==> src/rtl/core/mcbs_pkg.sv <==
// ----------------------------------------------------------------------------
// Magnet code bin selector package
// Register indexes, field widths and fixed constants shared by the block.
// ----------------------------------------------------------------------------
package mcbs_pkg;

  localparam int unsigned CfgIdxW   = 3;
  localparam int unsigned CfgDataW  = 16;
  localparam int unsigned CountW    = 4;
  localparam int unsigned BinW      = 2;
  localparam int unsigned NumSensor = 2;

  // An item ends early once this many magnets have been counted.
  localparam logic [CountW-1:0] CodeMax  = 4'd4;
  localparam logic [CountW-1:0] CountMax = 4'd15;

  localparam logic [CfgDataW-1:0] DebounceReset = 16'd100;
  localparam logic [CfgDataW-1:0] WindowReset   = 16'd70;

  typedef enum logic [CfgIdxW-1:0] {
    REG_DEBOUNCE  = 3'd0,
    REG_WINDOW    = 3'd1,
    REG_BIN_ONE   = 3'd2,
    REG_BIN_TWO   = 3'd3,
    REG_BIN_THREE = 3'd4,
    REG_BIN_FOUR  = 3'd5
  } cfg_reg_e;

  typedef logic [CfgIdxW-1:0]  cfg_idx_t;
  typedef logic [CfgDataW-1:0] cfg_data_t;
  typedef logic [CountW-1:0]   count_t;
  typedef logic [BinW-1:0]     bin_t;

endpackage

==> src/rtl/core/magnet_code_bin_selector.sv <==
// ----------------------------------------------------------------------------
// Magnet code bin selector
// Debounces two magnet sensors, counts magnets for one item until the window
// or limit ends it after the feeder home switch, and maps the count to a bin.
// ----------------------------------------------------------------------------
//
//  Channel   Direction  Beat contents
//  s_axis    in         tuser: action; tdata: sensor_a, sensor_b, feeder_home
//  m_axis    out        tlast: item_done; tdata: magnet_count, chosen_bin,
//                       scanning
//  cfg       in         register index and 16-bit write data
//
//  Every accepted input beat yields exactly one output beat in the next cycle.
//  One input beat is taken per cycle; the state update and the result are
//  computed in a single pass between the state registers and the output
//  register. The input stalls only while the output register is full and
//  the sink holds tready low. Reset clears the item state and the output
//  valid flag, loads the register defaults and leaves the block ready.
//
module magnet_code_bin_selector #(
  parameter int unsigned TIMER_WIDTH = 16
) (
  input  logic                     clk_i,
  input  logic                     rst_ni,

  input  logic                     s_axis_tvalid,
  output logic                     s_axis_tready,
  // [2:0] sensor_a, sensor_b, feeder_home; [7:3] zero
  input  logic [7:0]               s_axis_tdata,
  // [0] action
  input  logic                     s_axis_tuser,

  output logic                     m_axis_tvalid,
  input  logic                     m_axis_tready,
  // [3:0] magnet_count, [5:4] chosen_bin, [6] scanning, [7] zero
  output logic [7:0]               m_axis_tdata,
  output logic                     m_axis_tlast,

  input  logic                     cfg_valid_i,
  output logic                     cfg_ready_o,
  input  mcbs_pkg::cfg_idx_t       cfg_index_i,
  input  mcbs_pkg::cfg_data_t      cfg_data_i
);

  import mcbs_pkg::*;

  localparam int unsigned CmpW = (TIMER_WIDTH > CfgDataW) ? TIMER_WIDTH : CfgDataW;

  // Configuration registers
  cfg_data_t debounce_q, window_q;
  bin_t      bin_one_q, bin_two_q, bin_three_q, bin_four_q;

  // Item state
  logic                   latch_q [NumSensor];
  logic [TIMER_WIDTH-1:0] hold_q  [NumSensor];
  logic                   latch_d [NumSensor];
  logic [TIMER_WIDTH-1:0] hold_d  [NumSensor];
  logic                   hit     [NumSensor];
  logic                   level   [NumSensor];
  count_t                 count_q, count_d;
  logic                   scan_q, scan_d;
  logic [TIMER_WIDTH-1:0] timer_q, timer_d;
  logic                   phase2_q, phase2_d;
  logic                   finished_q, finished_d;
  logic                   done_d;
  bin_t                   bin_d;

  // Output register
  logic   out_valid_q;
  logic   out_done_q;
  count_t out_count_q;
  bin_t   out_bin_q;
  logic   out_scan_q;

  logic s_hs, m_hs, action;

  assign action        = s_axis_tuser;
  assign level[0]      = s_axis_tdata[0];
  assign level[1]      = s_axis_tdata[1];
  assign s_axis_tready = !out_valid_q || m_axis_tready;
  assign s_hs          = s_axis_tvalid && s_axis_tready;
  assign m_hs          = m_axis_tvalid && m_axis_tready;
  assign cfg_ready_o   = 1'b1;

  // Configuration writes; indexes beyond the list are dropped.
  always_ff @(posedge clk_i or negedge rst_ni) begin
    if (!rst_ni) begin
      debounce_q  <= DebounceReset;
      window_q    <= WindowReset;
      bin_one_q   <= '0;
      bin_two_q   <= '0;
      bin_three_q <= '0;
      bin_four_q  <= '0;
    end else if (cfg_valid_i) begin
      unique case (cfg_index_i)
        REG_DEBOUNCE:  debounce_q  <= cfg_data_i;
        REG_WINDOW:    window_q    <= cfg_data_i;
        REG_BIN_ONE:   bin_one_q   <= cfg_data_i[BinW-1:0];
        REG_BIN_TWO:   bin_two_q   <= cfg_data_i[BinW-1:0];
        REG_BIN_THREE: bin_three_q <= cfg_data_i[BinW-1:0];
        REG_BIN_FOUR:  bin_four_q  <= cfg_data_i[BinW-1:0];
        default: ;
      endcase
    end
  end

  // Debouncers: a high level counts up, and a count is taken once the hold
  // reaches the setting while unlatched. A low level re-arms a hold that reached it.
  always_comb begin
    logic [TIMER_WIDTH-1:0] inc;
    for (int s = 0; s < NumSensor; s++) begin
      inc        = (hold_q[s] == '1) ? hold_q[s] : hold_q[s] + 1'b1;
      latch_d[s] = latch_q[s];
      hold_d[s]  = hold_q[s];
      hit[s]     = 1'b0;
      if (level[s]) begin
        hold_d[s] = inc;
        if (!latch_q[s] && (CmpW'(inc) >= CmpW'(debounce_q))) begin
          latch_d[s] = 1'b1;
          hold_d[s]  = '0;
          hit[s]     = 1'b1;
        end
      end else if (CmpW'(hold_q[s]) >= CmpW'(debounce_q)) begin
        latch_d[s] = 1'b0;
        hold_d[s]  = '0;
      end
    end
  end

  always_comb begin
    logic [CountW:0] sum;
    sum        = {1'b0, count_q} + (CountW+1)'(hit[0]) + (CountW+1)'(hit[1]);
    count_d    = count_q;
    scan_d     = scan_q;
    timer_d    = timer_q;
    phase2_d   = phase2_q;
    finished_d = finished_q;
    done_d     = 1'b0;
    if (action) begin
      count_d    = '0;
      scan_d     = 1'b0;
      timer_d    = '0;
      phase2_d   = 1'b0;
      finished_d = 1'b0;
    end else if (!finished_q) begin
      if (scan_q && timer_q != '1) begin
        timer_d = timer_q + 1'b1;
      end
      if (level[0] || level[1]) begin
        scan_d = 1'b1;
      end
      count_d = (sum > (CountW+1)'(CountMax)) ? CountMax : sum[CountW-1:0];
      if (!phase2_q) begin
        phase2_d = s_axis_tdata[2];
      end else if ((CmpW'(timer_d) >= CmpW'(window_q)) || (count_d >= CodeMax)) begin
        finished_d = 1'b1;
        done_d     = 1'b1;
      end
    end
  end

  always_comb begin
    bin_d = '0;
    if (finished_d) begin
      case (count_d)
        4'd1:    bin_d = bin_one_q;
        4'd2:    bin_d = bin_two_q;
        4'd3:    bin_d = bin_three_q;
        4'd4:    bin_d = bin_four_q;
        default: bin_d = '0;
      endcase
    end
  end

  // Debouncer state is kept across a start beat.
  always_ff @(posedge clk_i or negedge rst_ni) begin
    if (!rst_ni) begin
      for (int s = 0; s < NumSensor; s++) begin
        latch_q[s] <= 1'b0;
        hold_q[s]  <= '0;
      end
      count_q    <= '0;
      scan_q     <= 1'b0;
      timer_q    <= '0;
      phase2_q   <= 1'b0;
      finished_q <= 1'b0;
    end else if (s_hs) begin
      if (!action && !finished_q) begin
        for (int s = 0; s < NumSensor; s++) begin
          latch_q[s] <= latch_d[s];
          hold_q[s]  <= hold_d[s];
        end
      end
      count_q    <= count_d;
      scan_q     <= scan_d;
      timer_q    <= timer_d;
      phase2_q   <= phase2_d;
      finished_q <= finished_d;
    end
  end

  always_ff @(posedge clk_i or negedge rst_ni) begin
    if (!rst_ni) begin
      out_valid_q <= 1'b0;
    end else if (s_hs) begin
      out_valid_q <= 1'b1;
    end else if (m_hs) begin
      out_valid_q <= 1'b0;
    end
  end

  always_ff @(posedge clk_i) begin
    if (s_hs) begin
      out_done_q  <= done_d;
      out_count_q <= count_d;
      out_bin_q   <= bin_d;
      out_scan_q  <= scan_d;
    end
  end

  assign m_axis_tvalid = out_valid_q;
  assign m_axis_tlast  = out_done_q;
  assign m_axis_tdata  = {1'b0, out_scan_q, out_bin_q, out_count_q};

  // A start beat always yields an all-zero result.
  a_start_clears: assert property (@(posedge clk_i) disable iff (!rst_ni)
    s_hs && s_axis_tuser |=> m_axis_tvalid && out_count_q == '0 && !out_scan_q
                             && !out_done_q && out_bin_q == '0)
    else $error("start beat did not clear the result");

  // A closing beat can only be shown while the item is finished.
  a_done_finished: assert property (@(posedge clk_i) disable iff (!rst_ni)
    m_axis_tvalid && m_axis_tlast |-> finished_q)
    else $error("item_done shown while item not finished");

  // Once finished, ticks leave the count and the finished flag alone.
  a_finished_hold: assert property (@(posedge clk_i) disable iff (!rst_ni)
    s_hs && !s_axis_tuser && finished_q |=> finished_q && $stable(count_q))
    else $error("state changed after item finished");

  // Item state moves only on an accepted beat.
  a_count_idle: assert property (@(posedge clk_i) disable iff (!rst_ni)
    !s_hs |=> $stable(count_q) && $stable(timer_q))
    else $error("item state changed without an input beat");

endmodule

==> config.mk <==
export PLATFORM = sky130hd
export DESIGN_NAME = magnet_code_bin_selector
export DESIGN_NICKNAME = d
export VERILOG_FILES = /design/src/rtl/core/mcbs_pkg.sv /design/src/rtl/core/magnet_code_bin_selector.sv
export SDC_FILE = /design/constraint.sdc
export NUM_CORES = 1
export LEC_CHECK = 0
export BUFFER_PORTS_ARGS = -buffer_cell sky130_fd_sc_hd__clkbuf_2
export CORE_MARGIN = 4
export CORE_UTILIZATION = 25
export CTS_BUF_LIST = sky130_fd_sc_hd__clkbuf_2 sky130_fd_sc_hd__clkbuf_4 sky130_fd_sc_hd__clkbuf_8
export DETAILED_ROUTE_END_ITERATION = 16
export PLACE_DENSITY = 0.4
export SLEW_MARGIN = 0
export SYNTH_ARGS = -nofsm -noshare
export SYNTH_HDL_FRONTEND = slang
export SYNTH_SLANG_ARGS = --single-unit
export TNS_END_PERCENT = 100
==> constraint.sdc <==
create_clock -name clk_i -period 14.33 [get_ports clk_i]
set_input_delay 2.1495 -clock clk_i [delete_from_list [all_inputs] [get_ports clk_i]]
set_output_delay 2.1495 -clock clk_i [all_outputs]
set_load 0.05 [all_outputs]
== Word level (Yosys, flattened, before mapping) ==
Index checks and enable logic that the tools add are counted.
Storage, ports and cells
  input bits: 33
  register bits: 106
Cells by class
  equal/unequal tests: 15
  mux-type cells: 39
  reductions and logical operators: 30
  order comparisons: 7
  add/subtract/negate cells: 5
Operator list (count)
  two-way mux 16 bit: 13
  greater-or-equal comparator 16 bit: 5
  adder 16 x 1 -> 16 bit (second input constant): 3
  == test 16 bit (second input constant): 2
  two-way mux 1 bit: 22
  inequality test 16 bit (second input constant): 1
  AND reduction 2 bit: 7
  two-way mux 4 bit: 3
  == test 4 x 2 -> 1 bit (second input constant): 2
  case mux 2 bit (4 select lines): 1
  AND reduction 4 bit: 2
  == test 3 x 2 -> 1 bit (second input constant): 2
  == test 3 bit (second input constant): 2
  logical AND 1 bit: 6
  AND reduction 3 bit: 2
  nonzero test 2 bit: 3
  adder 4 x 1 -> 5 bit: 1
  adder 5 x 1 -> 5 bit: 1
  > comparator 5 x 4 -> 1 bit (second input constant): 1
  zero test 1 bit: 5
  == test 4 x 1 -> 1 bit (second input constant): 1
  == test 4 x 3 -> 1 bit (second input constant): 1
  greater-or-equal comparator 4 x 3 -> 1 bit (second input constant): 1
  inequality test 2 x 1 -> 1 bit (second input constant): 2
  5 further kinds: 7

== Logic depth before layout (Yosys ltp) ==
  depth after elaboration: 16
  gate-level depth with buffers: 23

== Least setup slack after synthesis ==
OpenSTA, ideal clock, no wires.
  kind: reg-to-reg
  start: register hold_q[1] (netlist name)
  end: register out_bin_q[1], data pin
  slack: 9707 ps
  stages on the path, launching flop included: 21
  required time: 14076 ps
  setup time: 254 ps
  arrival time: 4369 ps
  cells stage by stage: dfrtp_1 > ha_1 > and4_1 > and4_4 > a211o_1 > nor2_2 > xor2_1 > ha_1 > nand4_1 > or3_1 > o21ai_2 > nand2_1 > fa_1 > inv_1 > ha_1 > nor2b_1 > nor2_1 > a211o_1 > and2_1 > a32o_1 > o21a_1
Between the ends
  word-level cells in the longest chain between the ends: 15
Ends and longest elaborated chain
  from (decl): line magnet_code_bin_selector.sv:55  | logic [TIMER_WIDTH-1:0] hold_q [NumSensor];
  from (signal, indexed assignment): line magnet_code_bin_selector.sv:191  | hold_q[s] <= hold_d[s];
  adder 16 x 1 -> 16 bit or == test 16 bit (tied branches): line magnet_code_bin_selector.sv:112  | inc = (hold_q[s] == '1) ? hold_q[s] : hold_q[s] + 1'b1;
  two-way mux 16 bit (*): line magnet_code_bin_selector.sv:112
  greater-or-equal comparator 16 bit (*): line magnet_code_bin_selector.sv:118  | if (!latch_q[s] && (CmpW'(inc) >= CmpW'(debounce_q))) begin
  logical AND 1 bit (*): line magnet_code_bin_selector.sv:118
  two-way mux 1 bit (*): line magnet_code_bin_selector.sv:118
  two-way mux 1 bit (*): line magnet_code_bin_selector.sv:116  | if (level[s]) begin
  adder 5 x 1 -> 5 bit (*): line magnet_code_bin_selector.sv:132  | sum = {1'b0, count_q} + (CountW+1)'(hit[0]) + (CountW+1)'(hit[1]);
  > comparator 5 x 4 -> 1 bit: line magnet_code_bin_selector.sv:152  | count_d = (sum > (CountW+1)'(CountMax)) ? CountMax : sum[CountW-1:0];
  two-way mux 4 bit (*): line magnet_code_bin_selector.sv:152
  greater-or-equal comparator 4 x 3 -> 1 bit: line magnet_code_bin_selector.sv:155  | end else if ((CmpW'(timer_d) >= CmpW'(window_q)) || (count_d >= CodeMax)) begin
  logical OR 1 bit: line magnet_code_bin_selector.sv:155
  two-way mux 1 bit: line magnet_code_bin_selector.sv:155
  two-way mux 1 bit: line magnet_code_bin_selector.sv:153  | if (!phase2_q) begin
  two-way mux 1 bit: line magnet_code_bin_selector.sv:145  | end else if (!finished_q) begin
  two-way mux 1 bit: line magnet_code_bin_selector.sv:139  | if (action) begin
  to (signal assigned): line magnet_code_bin_selector.sv:216  | out_bin_q <= bin_d;
  to (decl): line magnet_code_bin_selector.sv:72  | bin_t out_bin_q;
Mark *: on every way between the ends. The rest lies on a longest branch, timed or not.
A chain may end at the register's enable or synchronous reset.

== Worst setup path after layout ==
  start: register hold_q[16] (netlist name)
  end: register out_bin_q[0], data pin
RTL lines
  adder 16 x 1 -> 16 bit or == test 16 bit (tied branches): line magnet_code_bin_selector.sv:112
  two-way mux 16 bit (*): line magnet_code_bin_selector.sv:112
  greater-or-equal comparator 16 bit (*): line magnet_code_bin_selector.sv:118
  logical AND 1 bit (*): line magnet_code_bin_selector.sv:118
  two-way mux 1 bit (*): line magnet_code_bin_selector.sv:118
  two-way mux 1 bit (*): line magnet_code_bin_selector.sv:116
  adder 4 x 1 -> 5 bit (*): line magnet_code_bin_selector.sv:132
  adder 5 x 1 -> 5 bit (*): line magnet_code_bin_selector.sv:132
  > comparator 5 x 4 -> 1 bit: line magnet_code_bin_selector.sv:152
  two-way mux 4 bit (*): line magnet_code_bin_selector.sv:152
  two-way mux 4 bit (*): line magnet_code_bin_selector.sv:145
  two-way mux 4 bit (*): line magnet_code_bin_selector.sv:139
  named net count_d[0]: line magnet_code_bin_selector.sv:60  | count_t count_q, count_d;
  == test 4 x 3 -> 1 bit (tied with other cells): line magnet_code_bin_selector.sv:165  | case (count_d)
  case mux 2 bit (4 select lines) (*): line magnet_code_bin_selector.sv:165
Mark *: on every way through the listed nets, which the timed path passes. The rest lies on a longest branch.

==> impl_metrics.csv <==
group,metric,value,unit
final_layout,n_antenna_cell,0,
grt,grt_pass1_wl,34500,µm
yosys,synth_top_area_share,30.7,%
routing,vias_per_cell,4.82,
yosys,async_flop_share,92.5,%
timing,min_period,5.81,ns
yosys,yosysTopAreaCell,"dfrtp_1",
cts,cts_buffers,9,
routing,drt-pass1-iter-count,4,
setup_path,critPathCaptureType,"flop",
timing,hold_viol_final,0,
routing,antenna_left,0,
run_status,status,"completed",
grt,antenna_found_initial,0,
final_layout,final_util,27.9,%
routing,route.vias.total,5928,
yosys,synth_ff_type,"dfrtp_1",
timing,skew,0.00861,ns
yosys,netlist_instances,809,
power,p_seq_share,45.1,%
floorplanning,io_pins,45,
timing,fin_ws,8.52,ns
power,intPower,515,µW
power,combPwrFrac,31.9,%
yosys,ys_seq_area_share,36.0,%
yosys,yosysMostFrequentCell,"nand2_1",
routing,wirelength,21200,µm
setup_path,critical_path_arrival,5.98,ns
cts,cts_max_level,3,
hold_path,worstHoldPathType,"flop to flop",
final_layout,fill_cells,3246,
cts,cts_tree,"built",
grt,grt_pass1_vias,5863,
setup_path,regToRegStartpoint,"hold_q[16]$_DFFE_PN0P_",
yosys,synthTopCellsByCount,"nand2_1, dfrtp_1, ha_1",
timing,drv_slew,0,
power,p_sw,319,µW
yosys,ys_warn_count,0,
setup_path,cp_max_fo,13,
cts,clockBufferDepth,2,
final_layout,drive_above_1_share,13.2,%
place,dp_hpwl,15800,µm
cts,clock_latency,0.40,ns
yosys,syn_avg_cell_area,9.26,µm²
place,place_ws,8.53,ns
place,numPortBuffers,37,
yosys,synth_edf_count,8,
cts,clockRootBuffer,"clkbuf_8",
yosys,synth.ff_latch_count,106,
cts,cts_sinks,106,
timing,hold_ws,0.518,ns
setup_path,crit_required,14.50,ns
flow_run,cap_violations,0,
routing,wl_per_cell,17.3,µm
setup_path,startpoint,"hold_q[16]$_DFFE_PN0P_",
power,clkPwrFrac,23.0,%
timing,fin_tns_setup,0,ns
final_layout,syn_to_final_growth,10.5,%
floorplanning,die_y,181,µm
routing,drt_iter0_markers,310,
power,powerDensity,101,mW/mm²
setup_path,crit_type,"flop to flop",
yosys,synth.distinct_cells,81,
hold_path,min_from,"bin_two_q[0]$_DFFE_PN0P_",
timing,setup_violations,0,
timing,timing.final.crit_share,40.5,%
yosys,synthesis.nets,927,
timing,rsz0062_at_grt,"no",
timing,clock.fmax,0.172,GHz
setup_path,worstSetupStartpointType,"flop",
yosys,yosys-top-cells-area,"dfrtp_1, ha_1, nand2_1, o21ai_0, edfxtp_1",
cts,postCtsResizedCells,0,
floorplanning,die-area,0.0328,mm²
power,ir_drop,39.9,µV
power,leakagePower,3.81,nW
floorplanning,die_x,181,µm
timing,slew_headroom,44.9,%
grt,grt.overflow.total,0,
cts,post-cts-setup-buffer-count,0,
final_layout,nNetsFinal,954,
yosys,synth_area,0.00749,mm²
floorplanning,start_util,25.3,%
cts,ctsHoldBuffers,0,
cts,clkTransAtPathRegs,0.12,ns
floorplanning,core,0.0296,mm²
grt,grt_usage,13.1,%
place,gp_congestion,0.748,
grt,grt_max_degree,55,
floorplanning,num_rows,63,
timing,tightest_slew,0.820,ns
routing,drc,0,
power,sw_frac_of_total,38.3,%
==> per-layer routing <==
metal	up-vias	share of wire [%]	GRT usage, %
met2	71	43	19.9
met4	0	1.0	2.79
met1	2861	53	19.9
met5	-	0	0
met3	12	2.7	1.83
li1	2984	-	-
==> critical path, cell delays in order (launching register included) <==
cell and delay (ns):
dfrtp_1 0.49, ha_1 0.34, nand4_1 0.22, nand4bb_1 0.65
nand2_1 0.41, nor2_1 0.11, xor2_1 0.16, ha_1 0.30
nand2_1 0.07, o21ai_0 0.28, a22oi_1 0.19, nand3_1 0.14
nand3_1 0.15, fa_1 0.42, inv_1 0.07, ha_1 0.26
nand3_1 0.15, a311oi_2 0.58, nor3_1 0.16, a32o_1 0.24
o21a_1 0.19
==> flip-flops by register name, indices dropped and copies added (netlist names) <==
name	count
latch_q	2
hold_q	32
out_bin_q	2
out_scan_q	1
finished_q	1
m_axis_tlast	1
bin_four_q	2
count_q	4
bin_one_q	2
phase2_q	1
debounce_q	16
out_count_q	4
timer_q	16
bin_three_q	2
bin_two_q	2
scan_q	1
window_q	16
m_axis_tvalid	1
==> logic make-up (layout without fill, tap and decap cells) <==
logic type	count (synthesis)	count (layout)	share of synthesized area, %
AND/OR/NAND/NOR	271	271	18.8
adder cells (fa/ha/maj)	85	85	14.3
other	2	2	0.100
AO/OA/AOI/OAI	210	210	18.7
buffers and inverters	76	108	4.38
flip-flops	106	106	36.0
multiplexers	23	23	3.39
XOR/XNOR	36	36	4.31
==> path summary, 6_finish.rpt <==
path                                               to  slack [ns]  cells past startpoint
setup / recovery           out_bin_q[0]$_SDFFCE_PN0P_        8.52                     20
hold / removal               bin_two_q[0]$_DFFE_PN0P_        0.52                      1
setup reg to reg           out_bin_q[0]$_SDFFCE_PN0P_        8.52                     20
hold reg to reg              bin_two_q[0]$_DFFE_PN0P_        0.52                      1
max in group asynchronous      timer_q[2]$_DFFE_PN0P_       11.35                      2
min in group asynchronous      hold_q[13]$_DFFE_PN0P_        1.76                      1
==> per-stage QoR <==
| stage | cell area (µm²) | cells | power (mW) |
|---|---|---|---|
| after floorplan | 7490 | 809 | 0.564 |
| after global placement | 8090 | 1215 | 0.647 |
| after detailed placement | 8090 | 1215 | 0.651 |
| after CTS | 8270 | 1231 | 0.850 |
| after global routing | 8270 | 1231 | 0.907 |
| final | 8270 | 1231 | 0.834 |
==> cells in the final DEF (no fill, tap or decap), types with 4 or more instances in the layout <==
master / instances
nand3b_1: 4
o21a_1: 8
a21o_1: 10
mux2i_1: 4
a31oi_1: 14
a21oi_1: 41
and3_1: 15
clkbuf_8: 9
o21ai_1: 6
dfrtp_1: 92
a22o_1: 18
edfxtp_1: 8
o21ai_0: 62
dfstp_2: 6
xnor2_1: 22
a211oi_1: 4
xor2_1: 13
nand2b_1: 8
nand3_1: 25
nor3_1: 14
clkbuf_2: 36
ha_1: 84
nor2_1: 36
nand4_1: 13
a211o_1: 7
buf_4: 6
and4_1: 6
nor2b_1: 5
o211ai_1: 4
nand2_1: 107
and2_1: 6
mux2_2: 19
inv_1: 50
nor2_2: 4
==> area by class of cell <==
type | instances | area (µm²) | share of cell area, %
clock buffer | 9 | 124 | 1.50
tap | 390 | 488 | 5.90
inverter | 50 | 188 | 2.27
sequential | 106 | 2700 | 32.6
multi-input combinational | 627 | 4480 | 54.2
timing repair buffer | 42 | 225 | 2.72
clock inverter | 7 | 65.1 | 0.786
==> power by group through the flow <==
stage	Clock (mW)	Sequential, mW	Combinational (mW)
after global placement	0	0.383	0.264
after CTS	0.204	0.376	0.270
after global routing	0.214	0.383	0.311
after detailed placement	0	0.383	0.268
final	0.192	0.376	0.266
after floorplan	0	0.373	0.191
Note: power is estimated with default switching activity, not from simulation.
